<file path="config.mk">
export PLATFORM = sky130hd
export DESIGN_NAME = base64_decoder_core
export DESIGN_NICKNAME = d
export VERILOG_FILES = /design/src/hw/rtl/b64d_pkg.sv /design/src/hw/rtl/b64d_in_reg.sv /design/src/hw/rtl/b64d_group.sv /design/src/hw/rtl/b64d_out_buf.sv /design/src/hw/rtl/base64_decoder_core.sv
export SDC_FILE = /design/constraint.sdc
export NUM_CORES = 1
export LEC_CHECK = 0
export BUFFER_PORTS_ARGS = -buffer_cell sky130_fd_sc_hd__buf_2
export CAP_MARGIN = 25
export CORE_MARGIN = 4
export CORE_UTILIZATION = 35
export CTS_CLUSTER_SIZE = 25
export DETAILED_ROUTE_END_ITERATION = 7
export GPL_ROUTABILITY_DRIVEN = 0
export GPL_TIMING_DRIVEN = 0
export PLACE_DENSITY = 0.49
export REMOVE_ABC_BUFFERS = 1
export SLEW_MARGIN = 20
export SYNTH_ARGS = -nofsm -noshare
export SYNTH_HDL_FRONTEND = slang
export SYNTH_SLANG_ARGS = --single-unit
</file>
<file path="constraint.sdc">
create_clock -name aclk -period 2.9 [get_ports aclk]
set_clock_uncertainty 0.05 [all_clocks]
set_input_delay 0.145 -clock aclk [delete_from_list [all_inputs] [get_ports aclk]]
set_output_delay 0.145 -clock aclk [all_outputs]
set_load 0.005 [all_outputs]
</file>
<file path="src/hw/rtl/b64d_pkg.sv">
// Shared types, constants and the character map for the base64 decoder.
package b64d_pkg;

    // Pad character '='
    localparam logic [7:0] PAD_CHAR = 8'h3D;

    // Group position codes (values already held)
    localparam logic [1:0] POS_EMPTY = 2'd0;
    localparam logic [1:0] POS_ONE   = 2'd1;
    localparam logic [1:0] POS_TWO   = 2'd2;
    localparam logic [1:0] POS_THREE = 2'd3;

    // Input word: one encoded character
    typedef struct packed {
        logic [7:0] in_char;
        logic       last_char;
    } in_word_t;

    // Output word: one decoded byte
    typedef struct packed {
        logic [7:0] out_byte;
        logic       run_end;
        logic       message_end;
    } out_word_t;

    // Decoded group handed to the output buffer; first byte in the top bits
    typedef struct packed {
        logic [23:0] bytes;
        logic [1:0]  count;
        logic        last;
    } group_t;

    // Permissive character map to a 6-bit value
    function automatic logic [5:0] sextet_of(input logic [7:0] c);
        logic [5:0] v;
        v = 6'd0;
        if (c >= 8'h41 && c <= 8'h5A) begin
            v = 6'(c - 8'h41);
        end else if (c >= 8'h61 && c <= 8'h7A) begin
            v = 6'(c - 8'h61 + 8'd26);
        end else if (c >= 8'h30 && c <= 8'h39) begin
            v = 6'(c - 8'h30 + 8'd52);
        end else if (c == 8'h2B || c == 8'h2D || c == 8'h2E) begin
            v = 6'd62;
        end else if (c == 8'h2F || c == 8'h2C || c == 8'h5F) begin
            v = 6'd63;
        end
        return v;
    endfunction

endpackage

</file>
<file path="src/hw/rtl/b64d_in_reg.sv">
// Input register stage of the base64 decoder.
module b64d_in_reg (
    input  logic               aclk,
    input  logic               aresetn,
    input  logic               s_valid,
    output logic               s_ready,
    input  b64d_pkg::in_word_t s_data,
    input  logic               advance,
    output logic               held_valid,
    output b64d_pkg::in_word_t held_data
);
    import b64d_pkg::*;

    logic     valid_reg;
    in_word_t data_reg;

    // Room when empty or when the held word moves on this cycle
    assign s_ready    = !valid_reg || advance;
    assign held_valid = valid_reg;
    assign held_data  = data_reg;

    // Valid flag
    always_ff @(posedge aclk) begin
        if (!aresetn) begin
            valid_reg <= 1'b0;
        end else if (s_ready) begin
            valid_reg <= s_valid;
        end
    end

    // Payload
    always_ff @(posedge aclk) begin
        if (s_valid && s_ready) begin
            data_reg <= s_data;
        end
    end

endmodule

</file>
<file path="src/hw/rtl/b64d_group.sv">
// Group assembly: maps a character, tracks group state and forms the output bytes.
module b64d_group (
    input  logic               aclk,
    input  logic               aresetn,
    input  b64d_pkg::in_word_t in_data,
    input  logic               advance,
    output b64d_pkg::group_t   grp
);
    import b64d_pkg::*;

    logic [17:0] held_reg;
    logic [17:0] held_next;
    logic [1:0]  pos_reg;
    logic [1:0]  pos_next;
    logic        pad3_reg;
    logic        pad3_next;

    logic [5:0]  v;
    logic        is_pad;
    logic        last;

    assign v      = sextet_of(in_data.in_char);
    assign is_pad = (in_data.in_char == PAD_CHAR);
    assign last   = in_data.last_char;

    // Output bytes and count for this character
    always_comb begin
        grp.bytes = 24'd0;
        grp.count = 2'd0;
        grp.last  = last;
        unique case (pos_reg)
            POS_THREE: begin
                grp.bytes = {held_reg, v};
                if (!last || !is_pad) begin
                    grp.count = 2'd3;
                end else if (!pad3_reg) begin
                    grp.count = 2'd2;
                end else begin
                    grp.count = 2'd1;
                end
            end
            POS_TWO: begin
                if (last) begin
                    grp.bytes = {held_reg[11:0], v, 6'd0};
                    grp.count = 2'd2;
                end
            end
            POS_ONE: begin
                if (last) begin
                    grp.bytes = {held_reg[5:0], v, 12'd0};
                    grp.count = 2'd1;
                end
            end
            default: begin
                grp.count = 2'd0;
            end
        endcase
    end

    // Next group state: clear at group end or message end
    always_comb begin
        held_next = held_reg;
        pos_next  = pos_reg;
        pad3_next = pad3_reg;
        if (pos_reg == POS_THREE || last) begin
            held_next = 18'd0;
            pos_next  = POS_EMPTY;
            pad3_next = 1'b0;
        end else begin
            if (pos_reg == POS_TWO) begin
                pad3_next = is_pad;
            end
            held_next = {held_reg[11:0], v};
            pos_next  = pos_reg + 2'd1;
        end
    end

    // Group state registers
    always_ff @(posedge aclk) begin
        if (!aresetn) begin
            held_reg <= 18'd0;
            pos_reg  <= POS_EMPTY;
            pad3_reg <= 1'b0;
        end else if (advance) begin
            held_reg <= held_next;
            pos_reg  <= pos_next;
            pad3_reg <= pad3_next;
        end
    end

endmodule

</file>
<file path="src/hw/rtl/b64d_out_buf.sv">
// Result register: holds up to three decoded bytes and sends them one per word.
module b64d_out_buf (
    input  logic                aclk,
    input  logic                aresetn,
    input  logic                load,
    input  b64d_pkg::group_t    grp,
    output logic                free,
    output logic                m_valid,
    input  logic                m_ready,
    output b64d_pkg::out_word_t m_data
);
    import b64d_pkg::*;

    logic [23:0] bytes_reg;
    logic [1:0]  cnt_reg;
    logic        last_reg;

    assign m_valid            = (cnt_reg != 2'd0);
    assign m_data.out_byte    = bytes_reg[23:16];
    assign m_data.run_end     = (cnt_reg == 2'd1);
    assign m_data.message_end = (cnt_reg == 2'd1) && last_reg;

    // Empty now, or empty after the word being taken
    assign free = (cnt_reg == 2'd0) || (cnt_reg == 2'd1 && m_ready);

    // Remaining byte count
    always_ff @(posedge aclk) begin
        if (!aresetn) begin
            cnt_reg <= 2'd0;
        end else if (load) begin
            cnt_reg <= grp.count;
        end else if (m_valid && m_ready) begin
            cnt_reg <= cnt_reg - 2'd1;
        end
    end

    // Byte shift register and message-end flag
    always_ff @(posedge aclk) begin
        if (load) begin
            bytes_reg <= grp.bytes;
            last_reg  <= grp.last;
        end else if (m_valid && m_ready) begin
            bytes_reg <= {bytes_reg[15:0], 8'd0};
        end
    end

endmodule

</file>
<file path="src/hw/rtl/base64_decoder_core.sv">
// Top level of the streaming base64 decoder.
//
// Streaming base64 decoder: one character per input word, with a flag on the
// character that ends the message. Characters are mapped permissively ('+',
// '-', '.' give 62; '/', ',', '_' give 63; anything else outside the alphabet,
// '=' included, gives 0). A full group of four yields three bytes; the final
// group yields 3, 2 or 1 bytes depending on length and trailing '=' padding,
// and a one-character tail yields none. Each input word passes through an
// input register, then the group logic, into a three-byte result register
// that sends one byte per output word. A character is accepted every cycle;
// only the fourth character of a group, or a last character with output,
// waits for the result register to drain, so a steady stream of full groups
// runs at one character per cycle while the output is ready. A character that
// yields bytes passes through the input register and then the result register.
module base64_decoder_core (
    input  logic                aclk,
    input  logic                aresetn,
    input  logic                s_valid,
    output logic                s_ready,
    input  b64d_pkg::in_word_t  s_data,
    output logic                m_valid,
    input  logic                m_ready,
    output b64d_pkg::out_word_t m_data
);
    import b64d_pkg::*;

    logic     held_valid;
    in_word_t held_data;
    group_t   grp;
    logic     free;
    logic     advance;
    logic     load;

    // A held character moves on if it makes no bytes or the buffer has room
    assign advance = held_valid && ((grp.count == 2'd0) || free);
    assign load    = advance && (grp.count != 2'd0);

    b64d_in_reg u_in_reg (
        .aclk       (aclk),
        .aresetn    (aresetn),
        .s_valid    (s_valid),
        .s_ready    (s_ready),
        .s_data     (s_data),
        .advance    (advance),
        .held_valid (held_valid),
        .held_data  (held_data)
    );

    b64d_group u_group (
        .aclk    (aclk),
        .aresetn (aresetn),
        .in_data (held_data),
        .advance (advance),
        .grp     (grp)
    );

    b64d_out_buf u_out_buf (
        .aclk    (aclk),
        .aresetn (aresetn),
        .load    (load),
        .grp     (grp),
        .free    (free),
        .m_valid (m_valid),
        .m_ready (m_ready),
        .m_data  (m_data)
    );

endmodule
</file>
==> results.json, run 1 <==
{
  "tritoncts_clock_tree": "done",
  "die_y_um": 104,
  "cellPowerDensity_nw_per_um2": 497,
  "cts-root-buf": "sky130_fd_sc_hd__clkbuf_8",
  "crit_slowest_cell": "sky130_fd_sc_hd__edfxtp_1",
  "post_synth.cell_area_avg_um2": 9.67,
  "worstSetupEndpoint": "u_out_buf.bytes_reg[16]",
  "wire_length_of_the_first_global_routing_pass_um": 13100,
  "post_synth_instance_area_um2": 3240,
  "h-tree-depth": 3,
  "rsz_0062_raised_after_global_routing": "yes",
  "fin_crit_sh_pct": 93.7,
  "placeable_core_region_um2": 8850,
  "cts.clk_slew.worst_paths_ns": 0.07,
  "design.portCount": 25,
  "fp.dieArea_um2": 10900,
  "synth_edf_count": 34,
  "share_of_the_yosys_chip_area_belonging_to_registers_pct": 46.4,
  "initial_util_pct": 36.6,
  "tightest_slew_ns": 0.941,
  "synth_async_sr_flop_share_pct": 0,
  "nNetsFinal": 391,
  "worstPathArrival_ns": 2.85,
  "cp-startpoint": "u_in_reg.held_data[2]",
  "postSynthCellCount": 335,
  "holdCritStartpoint": "s_valid",
  "layout.cells.non_filler": 474,
  "type_of_element_launching_the_critical_path": "flip-flop",
  "timing.rr.end": "u_out_buf.bytes_reg[16]",
  "post_synth_top_flop": "sky130_fd_sc_hd__edfxtp_1",
  "crit_path_max_fanout": 12,
  "port_buffers": 24,
  "grt_antenna_before_repair": 0,
  "slew_headroom_pct": 37.0,
  "antenna-diode-count": 0,
  "clock_latency_ns": 0.33,
  "worst-path-buf-inv": 1,
  "area.growth.synth_to_final_pct": 15.6,
  "grt_start_max_net_pins": 26,
  "wl_per_cell_um": 16.5,
  "final_hold_viol_count": 0,
  "post_place_cells": 441,
  "grt_pass1_vias": 2457,
  "ys_ff_latch": 58,
  "yosysWarningCount": 0,
  "cpLargestDelayFamily": "compound AO/OA/AOI/OAI gates",
  "layout-drive-gt1-share_pct": 16.9,
  "final_core_occ_pct": 42.3,
  "drt-initial-drc-count": 188,
  "status": "complete, no violations",
  "worst_ir_drop_vdd_mv": 0.288,
  "netlist-cell-type-count": 51,
  "dr.pass1.iters": 5,
  "cts-root-to-sink-buffers": 2,
  "setup_violations": 0,
  "largest_register_ffs": 24,
  "cell_seen_most_often_among_critical_path_stages": "sky130_fd_sc_hd__a21oi_1",
  "slew_violations": 0,
  "totalWireLength_um": 7820,
  "globalRouteTotalUtil_pct": 14.9,
  "maxClockFrequency_mhz": 368,
  "post-route-drc-count": 0,
  "post_route_antenna_net_violation_count": 0,
  "die_w_um": 104,
  "endpoint_kind": "flip-flop",
  "path_depth": 8,
  "route.vias.total": 2621,
  "overflow": 0,
  "tritoncts.num_buffers": 9,
  "r2r_slack_ns": 0.18,
  "worst-endpoint-required_ns": 3.03,
  "crit_path_cell_trace": "inv_1, ha_1, nand2b_1, a21oi_1, or3b_4, a311oi_4, a222oi_1, a21oi_1",
  "worst-r2r-cell-count": 8,
  "crit_path_max_incr_delay_ns": 0.52,
  "path_class": "flip-flop to flip-flop",
  "min_delay_worst_type": "primary input to flip-flop",
  "dp_hpwl_um": 4940,
  "drv.max_cap_violation_count": 0,
  "detail_route.vias_per_cell": 5.53,
  "placement_rows": 34,
  "critical_path.reg2reg.startpoint": "u_in_reg.held_data[2]",
  "finalCriticalPeriod_ns": 2.72,
  "clock_sink_count": 58,
  "total_leakage_power_nw": 1.35
}
metrics by stage:
step / TNS [ns] / area, um^2 / power (mW) / hold slack, ns / setup WS, ns
floorplan: -5.74 / 3100 / 1.11 / 0.194 / -0.231
global placement: -52.32 / 3350 / 1.19 / 0.271 / -1.50
detailed placement: -56.38 / 3360 / 1.19 / 0.273 / -1.60
CTS: 0 / 3660 / 1.86 / 0.0194 / 0.0278
global route: -0.0289 / 3740 / 1.95 / 0.0342 / -0.0289
finish: 0 / 3740 / 1.86 / 0.0277 / 0.183
repair_timing:
| item | CTS | global route |
|---|---|---|
| pin swaps | 0 | 1 |
| hold buffers | 9 | 0 |
| gates cloned | 1 | 0 |
| buffers inserted | 0 | 7 |
| endpoints found under the hold margin | 9 | 0 |
| endpoints found under the setup margin | 51 | 35 |
| resized for setup | 10 | 3 |
synthesized netlist by cell type, types with 2 or more instances:
cell	n	area [um^2]
sky130_fd_sc_hd__a21o_1	3	22.5
sky130_fd_sc_hd__nor3_1	2	10.0
sky130_fd_sc_hd__xnor2_1	4	35.0
sky130_fd_sc_hd__o21ai_0	3	15.0
sky130_fd_sc_hd__a222oi_1	8	80.1
sky130_fd_sc_hd__nor2b_1	5	31.3
sky130_fd_sc_hd__and3_1	6	37.5
sky130_fd_sc_hd__o2bb2ai_1	2	17.5
sky130_fd_sc_hd__ha_1	17	213
sky130_fd_sc_hd__nand4_1	2	12.5
sky130_fd_sc_hd__and2_1	4	25.0
sky130_fd_sc_hd__clkbuf_1	13	48.8
sky130_fd_sc_hd__nand2b_1	3	18.8
sky130_fd_sc_hd__buf_2	4	20.0
sky130_fd_sc_hd__a211oi_1	2	15.0
sky130_fd_sc_hd__dfxtp_1	24	480
sky130_fd_sc_hd__nand3_1	28	140
sky130_fd_sc_hd__o22ai_1	2	12.5
sky130_fd_sc_hd__edfxtp_1	34	1020
sky130_fd_sc_hd__nand2_1	32	120
sky130_fd_sc_hd__a31oi_1	5	31.3
sky130_fd_sc_hd__mux2i_1	3	30.0
sky130_fd_sc_hd__o21a_1	3	22.5
sky130_fd_sc_hd__a21boi_1	18	135
sky130_fd_sc_hd__a221oi_1	5	43.8
sky130_fd_sc_hd__buf_4	8	60.1
sky130_fd_sc_hd__nor2_1	18	67.6
sky130_fd_sc_hd__a32o_1	3	30.0
sky130_fd_sc_hd__inv_1	16	60.1
sky130_fd_sc_hd__a21oi_1	18	90.1
sky130_fd_sc_hd__o21ai_1	20	100
kinds of logic after synthesis:
| group | after synthesis | synth area share [%] |
|---|---|---|
| xor gates and xnor gates | 5 | 1.35 |
| muxes | 3 | 0.927 |
| DFF | 58 | 46.4 |
| buffers and inverters | 43 | 6.30 |
| and+or+nand+nor | 108 | 16.5 |
| adders and majority gates | 17 | 6.57 |
| AOI/OAI and AO/OA | 101 | 21.9 |
final cells by class:
type / count / area, um^2
tap: 108 / 135
multi-input combinational: 234 / 1580
clock buffer: 9 / 124
timing repair buffer: 40 / 275
inverter: 17 / 70.1
clock inverter: 7 / 46.3
sequential: 58 / 1500
timing repair inverter: 1 / 7.51
fill: 880 / 5100
power by group:
group / switching (mW) / leakage, nW / internal, mW
Clock: 0.344 / 0.0826 / 0.306
Combinational: 0.153 / 0.755 / 0.107
Sequential: 0.0341 / 0.511 / 0.915
Total: 0.531 / 1.35 / 1.33
worst register-to-register path, cell delays in order, from the launching register on:
cell and delay (ns):
sky130_fd_sc_hd__edfxtp_1 0.52, sky130_fd_sc_hd__inv_1 0.20, sky130_fd_sc_hd__ha_1 0.23, sky130_fd_sc_hd__nand2b_1 0.16
sky130_fd_sc_hd__a21oi_1 0.11, sky130_fd_sc_hd__or3b_4 0.50, sky130_fd_sc_hd__a311oi_4 0.39, sky130_fd_sc_hd__a222oi_1 0.18
sky130_fd_sc_hd__a21oi_1 0.22
placed cells by master, fill, tap and decap left out, types with 2 or more instances in the layout:
cell,synthesis,layout
sky130_fd_sc_hd__edfxtp_1,34,34
sky130_fd_sc_hd__nand2_1,32,32
sky130_fd_sc_hd__nand3_1,28,27
sky130_fd_sc_hd__buf_2,4,24
sky130_fd_sc_hd__dfxtp_1,24,24
sky130_fd_sc_hd__o21ai_1,20,20
sky130_fd_sc_hd__a21oi_1,18,17
sky130_fd_sc_hd__a21boi_1,18,17
sky130_fd_sc_hd__nor2_1,18,16
sky130_fd_sc_hd__ha_1,17,16
sky130_fd_sc_hd__inv_1,16,15
sky130_fd_sc_hd__clkbuf_8,0,9
sky130_fd_sc_hd__dlygate4sd3_1,0,9
sky130_fd_sc_hd__a222oi_1,8,8
sky130_fd_sc_hd__and3_1,6,6
sky130_fd_sc_hd__buf_4,8,6
sky130_fd_sc_hd__nor2b_1,5,5
sky130_fd_sc_hd__a221oi_1,5,5
sky130_fd_sc_hd__a31oi_1,5,5
sky130_fd_sc_hd__clkinvlp_4,0,4
sky130_fd_sc_hd__and2_1,4,4
sky130_fd_sc_hd__xnor2_1,4,4
sky130_fd_sc_hd__a21o_1,3,3
sky130_fd_sc_hd__nand2b_1,3,3
sky130_fd_sc_hd__o21ai_0,3,3
sky130_fd_sc_hd__a32o_1,3,3
sky130_fd_sc_hd__o21a_1,3,3
sky130_fd_sc_hd__nor2_2,0,2
sky130_fd_sc_hd__mux2i_1,3,2
sky130_fd_sc_hd__o2bb2ai_1,2,2
sky130_fd_sc_hd__o22ai_1,2,2
sky130_fd_sc_hd__nand4_1,2,2
sky130_fd_sc_hd__a211oi_1,2,2
sky130_fd_sc_hd__nor3_1,2,2
sky130_fd_sc_hd__clkinv_2,0,2
sky130_fd_sc_hd__clkinv_4,0,2
worst min-delay path by stage:
| stage | end | slack [ns] | depth (start not counted) |
|---|---|---|---|
| global route | u_in_reg.held_valid | 0.03 | 3 |
| CTS | u_in_reg.held_valid | 0.02 | 3 |
| detailed placement | u_in_reg.held_data[8] | 0.27 | 1 |
| global placement | u_in_reg.held_data[6] | 0.27 | 1 |
| floorplan | u_in_reg.held_data[0] | 0.19 | 0 |
| finish | u_in_reg.held_valid | 0.03 | 3 |
layer usage:
metal / up-vias / GRT usage (%) / share of wire (%)
li1: 1289 / - / -
met1: 1242 / 21.7 / 48
met2: 80 / 22.1 / 45
met3: 10 / 2.61 / 5.5
met4: 0 / 5.13 / 1.5
met5: - / 0 / 0
Power figures use the tool's default switching activity.
==> run 2, diff against run 1 <==
--- a/config.mk
+++ b/config.mk
@@ -18,4 +18,5 @@
 export SLEW_MARGIN = 20
 export SYNTH_ARGS = -nofsm -noshare
 export SYNTH_HDL_FRONTEND = slang
+export SYNTH_HIERARCHICAL = 1
 export SYNTH_SLANG_ARGS = --single-unit
==> run 2 against run 1 <==
  * Core utilization increased by 0.47 points
  * Via count rose by 2.1%
  * Fmax fell by 0.58%
==> results.json, run 2 <==
{
  "status": "complete, no violations",
  "synth_async_sr_flop_share_pct": 0,
  "totalWireLength_um": 8090,
  "proportion_of_synthesized_area_in_mux_cells_pct": 6.71,
  "global_route.usage.met1_pct": 17.9,
  "antenna-diode-count": 0,
  "tritoncts.num_buffers": 9,
  "regArea_um2": 1500,
  "clock_sink_count": 58,
  "port_buffers": 24,
  "globalRouteMet3Util_pct": 3.55,
  "finalWorstSetupSlack_ns": 0.167,
  "crit_path_max_fanout": 12,
  "h-tree-depth": 3,
  "tightest_slew_ns": 0.793,
  "drv.max_cap_violation_count": 0,
  "post_place_cells": 483,
  "worstPathArrival_ns": 2.54,
  "grt_start_max_net_pins": 26,
  "grt_antenna_before_repair": 0,
  "yosys.area_share.simple_pct": 19.4,
  "worst-endpoint-required_ns": 2.71,
  "final_hold_viol_count": 0,
  "cts.clk_slew.worst_paths_ns": 0.06,
  "path_class": "flip-flop to output pin",
  "post_route_antenna_net_violation_count": 0,
  "area.growth.synth_to_final_pct": 18.0,
  "min_path_cells": 4,
  "design.portCount": 25,
  "drt-initial-drc-count": 168,
  "grt_pass1_vias": 2603,
  "maxClockFrequency_mhz": 366,
  "synthAdderAreaFrac_pct": 5.62,
  "fin_crit_sh_pct": 94.2,
  "slew_headroom_pct": 47.0,
  "slew_violations": 0,
  "layout.cells.non_filler": 528,
  "dominant_combinational_cell_family_by_area_after_synthesis": "simple AND/OR/NAND/NOR gates",
  "postSynthCellCount": 352,
  "dp_hpwl_um": 5420,
  "clock_latency_ns": 0.33,
  "tritoncts_clock_tree": "done",
  "synth_top_cell_by_area": "sky130_fd_sc_hd__edfxtp_1",
  "post_synth_most_frequent_cells": "sky130_fd_sc_hd__edfxtp_1, sky130_fd_sc_hd__nor2b_1, sky130_fd_sc_hd__nand2_1",
  "wire_length_of_the_first_global_routing_pass_um": 13100,
  "filler_cell_count": 961,
  "netlist-cell-type-count": 58,
  "layout-drive-gt1-share_pct": 24.3,
  "dr.pass1.iters": 7,
  "layout_commonest_cell": "sky130_fd_sc_hd__edfxtp_1",
  "cts-root-to-sink-buffers": 2,
  "overflow": 0,
  "synth_top_cells_by_area": "sky130_fd_sc_hd__edfxtp_1, sky130_fd_sc_hd__dfxtp_1, sky130_fd_sc_hd__ha_1",
  "worst_ir_drop_vdd_mv": 0.203,
  "endpoint_kind": "output pin",
  "total_leakage_power_nw": 1.59,
  "compound_gate_portion_of_the_synthesized_area_pct": 17.2,
  "placeable_core_region_um2": 9820,
  "synth_edf_count": 34,
  "globalRouteTotalUtil_pct": 14.5,
  "detail_route.vias_per_cell": 5.07,
  "post_synth.cell_area_avg_um2": 10.1,
  "layout.cells.most_common_list": "sky130_fd_sc_hd__edfxtp_1, sky130_fd_sc_hd__nor2b_1, sky130_fd_sc_hd__nand2_1",
  "post_synth_top_flop": "sky130_fd_sc_hd__edfxtp_1",
  "type_of_element_launching_the_critical_path": "flip-flop",
  "ys_ff_latch": 58,
  "yosysWarningCount": 6,
  "post_synth_instance_area_um2": 3560,
  "wl_per_cell_um": 15.3,
  "global_route.usage.met2_pct": 23.8,
  "placement_rows": 36,
  "worst-r2r-cell-count": 11,
  "fp.dieArea_um2": 11800,
  "initial_util_pct": 36.3,
  "preCtsSetupSlack_ns": -0.787,
  "largest_register_ffs": 24,
  "setup_violations": 0,
  "busiest_layer": "met2",
  "cellPowerDensity_nw_per_um2": 469,
  "die_w_um": 109,
  "multiInputGateArea_um2": 1890,
  "route.vias.total": 2677,
  "post-synth-top-count-cell": "sky130_fd_sc_hd__edfxtp_1",
  "die_y_um": 109,
  "post-route-drc-count": 0,
  "fraction_of_post_synthesis_cell_area_in_the_top_cell_type_by_area_pct": 28.7,
  "finalCriticalPeriod_ns": 2.73,
  "share_of_the_yosys_chip_area_belonging_to_registers_pct": 42.2,
  "min_delay_worst_type": "primary input to flip-flop",
  "cts-root-buf": "sky130_fd_sc_hd__clkbuf_8",
  "synthXorXnorAreaFrac_pct": 1.97,
  "nNetsFinal": 419
}
[run 2: worst paths after layout]
check                            endpoint             startpoint  slack [ns]
setup / recovery                  s_ready     u_group/pos_reg[1]        0.17
hold / removal       u_out_buf/cnt_reg[1]                m_ready        0.15
setup reg to reg  u_out_buf/bytes_reg[13]  u_in_reg/held_data[4]        0.17
hold reg to reg       u_group/held_reg[3]    u_group/held_reg[3]        0.49
[run 2: cell families (layout without fill, tap and decap cells)]
kind of cell             count (synthesis)  in the layout
buffers and inverters                   43             85
flip-flops                              58             58
AO/OA/AOI/OAI                           86             87
multiplexers                            18             18
AND/OR/NAND/NOR                        123            123
XOR/XNOR                                 8              8
adder cells (fa/ha/maj)                 16             16
[run 2: critical path, cell delays in order, from the launching register on]
cell and delay (ns):
sky130_fd_sc_hd__dfxtp_1 0.39, sky130_fd_sc_hd__inv_1 0.09, sky130_fd_sc_hd__ha_1 0.36, sky130_fd_sc_hd__nor2b_4 0.25, sky130_fd_sc_hd__buf_4 0.22, sky130_fd_sc_hd__o21ai_0 0.10
sky130_fd_sc_hd__nand2_1 0.15, sky130_fd_sc_hd__nor2_4 0.07, sky130_fd_sc_hd__o21a_4 0.27, sky130_fd_sc_hd__nand2b_4 0.17, sky130_fd_sc_hd__buf_2 0.13
[run 2: per-layer routing]
layer / wire, um / share of wire [%]
met1: 3580 / 44
met2: 3900 / 48
met3: 398 / 4.9
met4: 213 / 2.6
met5: 0 / 0
[run 2: power breakdown]
group,switching (mW),internal (mW),total (mW)
clock network,0.312,0.414,0.726
logic,0.156,0.135,0.291
registers,0.0277,0.926,0.954
[run 2: timing repair]
item | 4_1_cts | 5_1_grt
hold buffers | 10 | 0
resized for setup | 11 | 6
pin swaps | 3 | 1
hold endpoints to repair | 10 | 0
gates cloned | 1 | 0
setup endpoints to repair | 72 | 36
setup buffers | 6 | 12
[run 2: cell type report]
class                           instances  share of cell area [%]
Clock inverter                          4                    1.01
Inverter                               14                    1.25
Multi-Input combinational cell        252                    44.9
Timing Repair Buffer                   55                    9.65
Clock buffer                           12                    3.46
Tap cell                              133                    3.96
Sequential cell                        58                    35.7
[run 2: metrics by stage]
stage	TNS (ns)	hold WS (ns)	total power [mW]	util (%)	area (um^2)
floorplan	-41.83	0.194	1.14	-	3360
global placement	-138.36	0.273	1.22	37.2	3650
detailed placement	-29.43	0.273	1.22	37.8	3710
CTS	0	0.133	1.98	41.6	4090
global route	-0.0181	0.170	2.08	42.8	4200
finish	0	0.150	1.97	42.8	4200
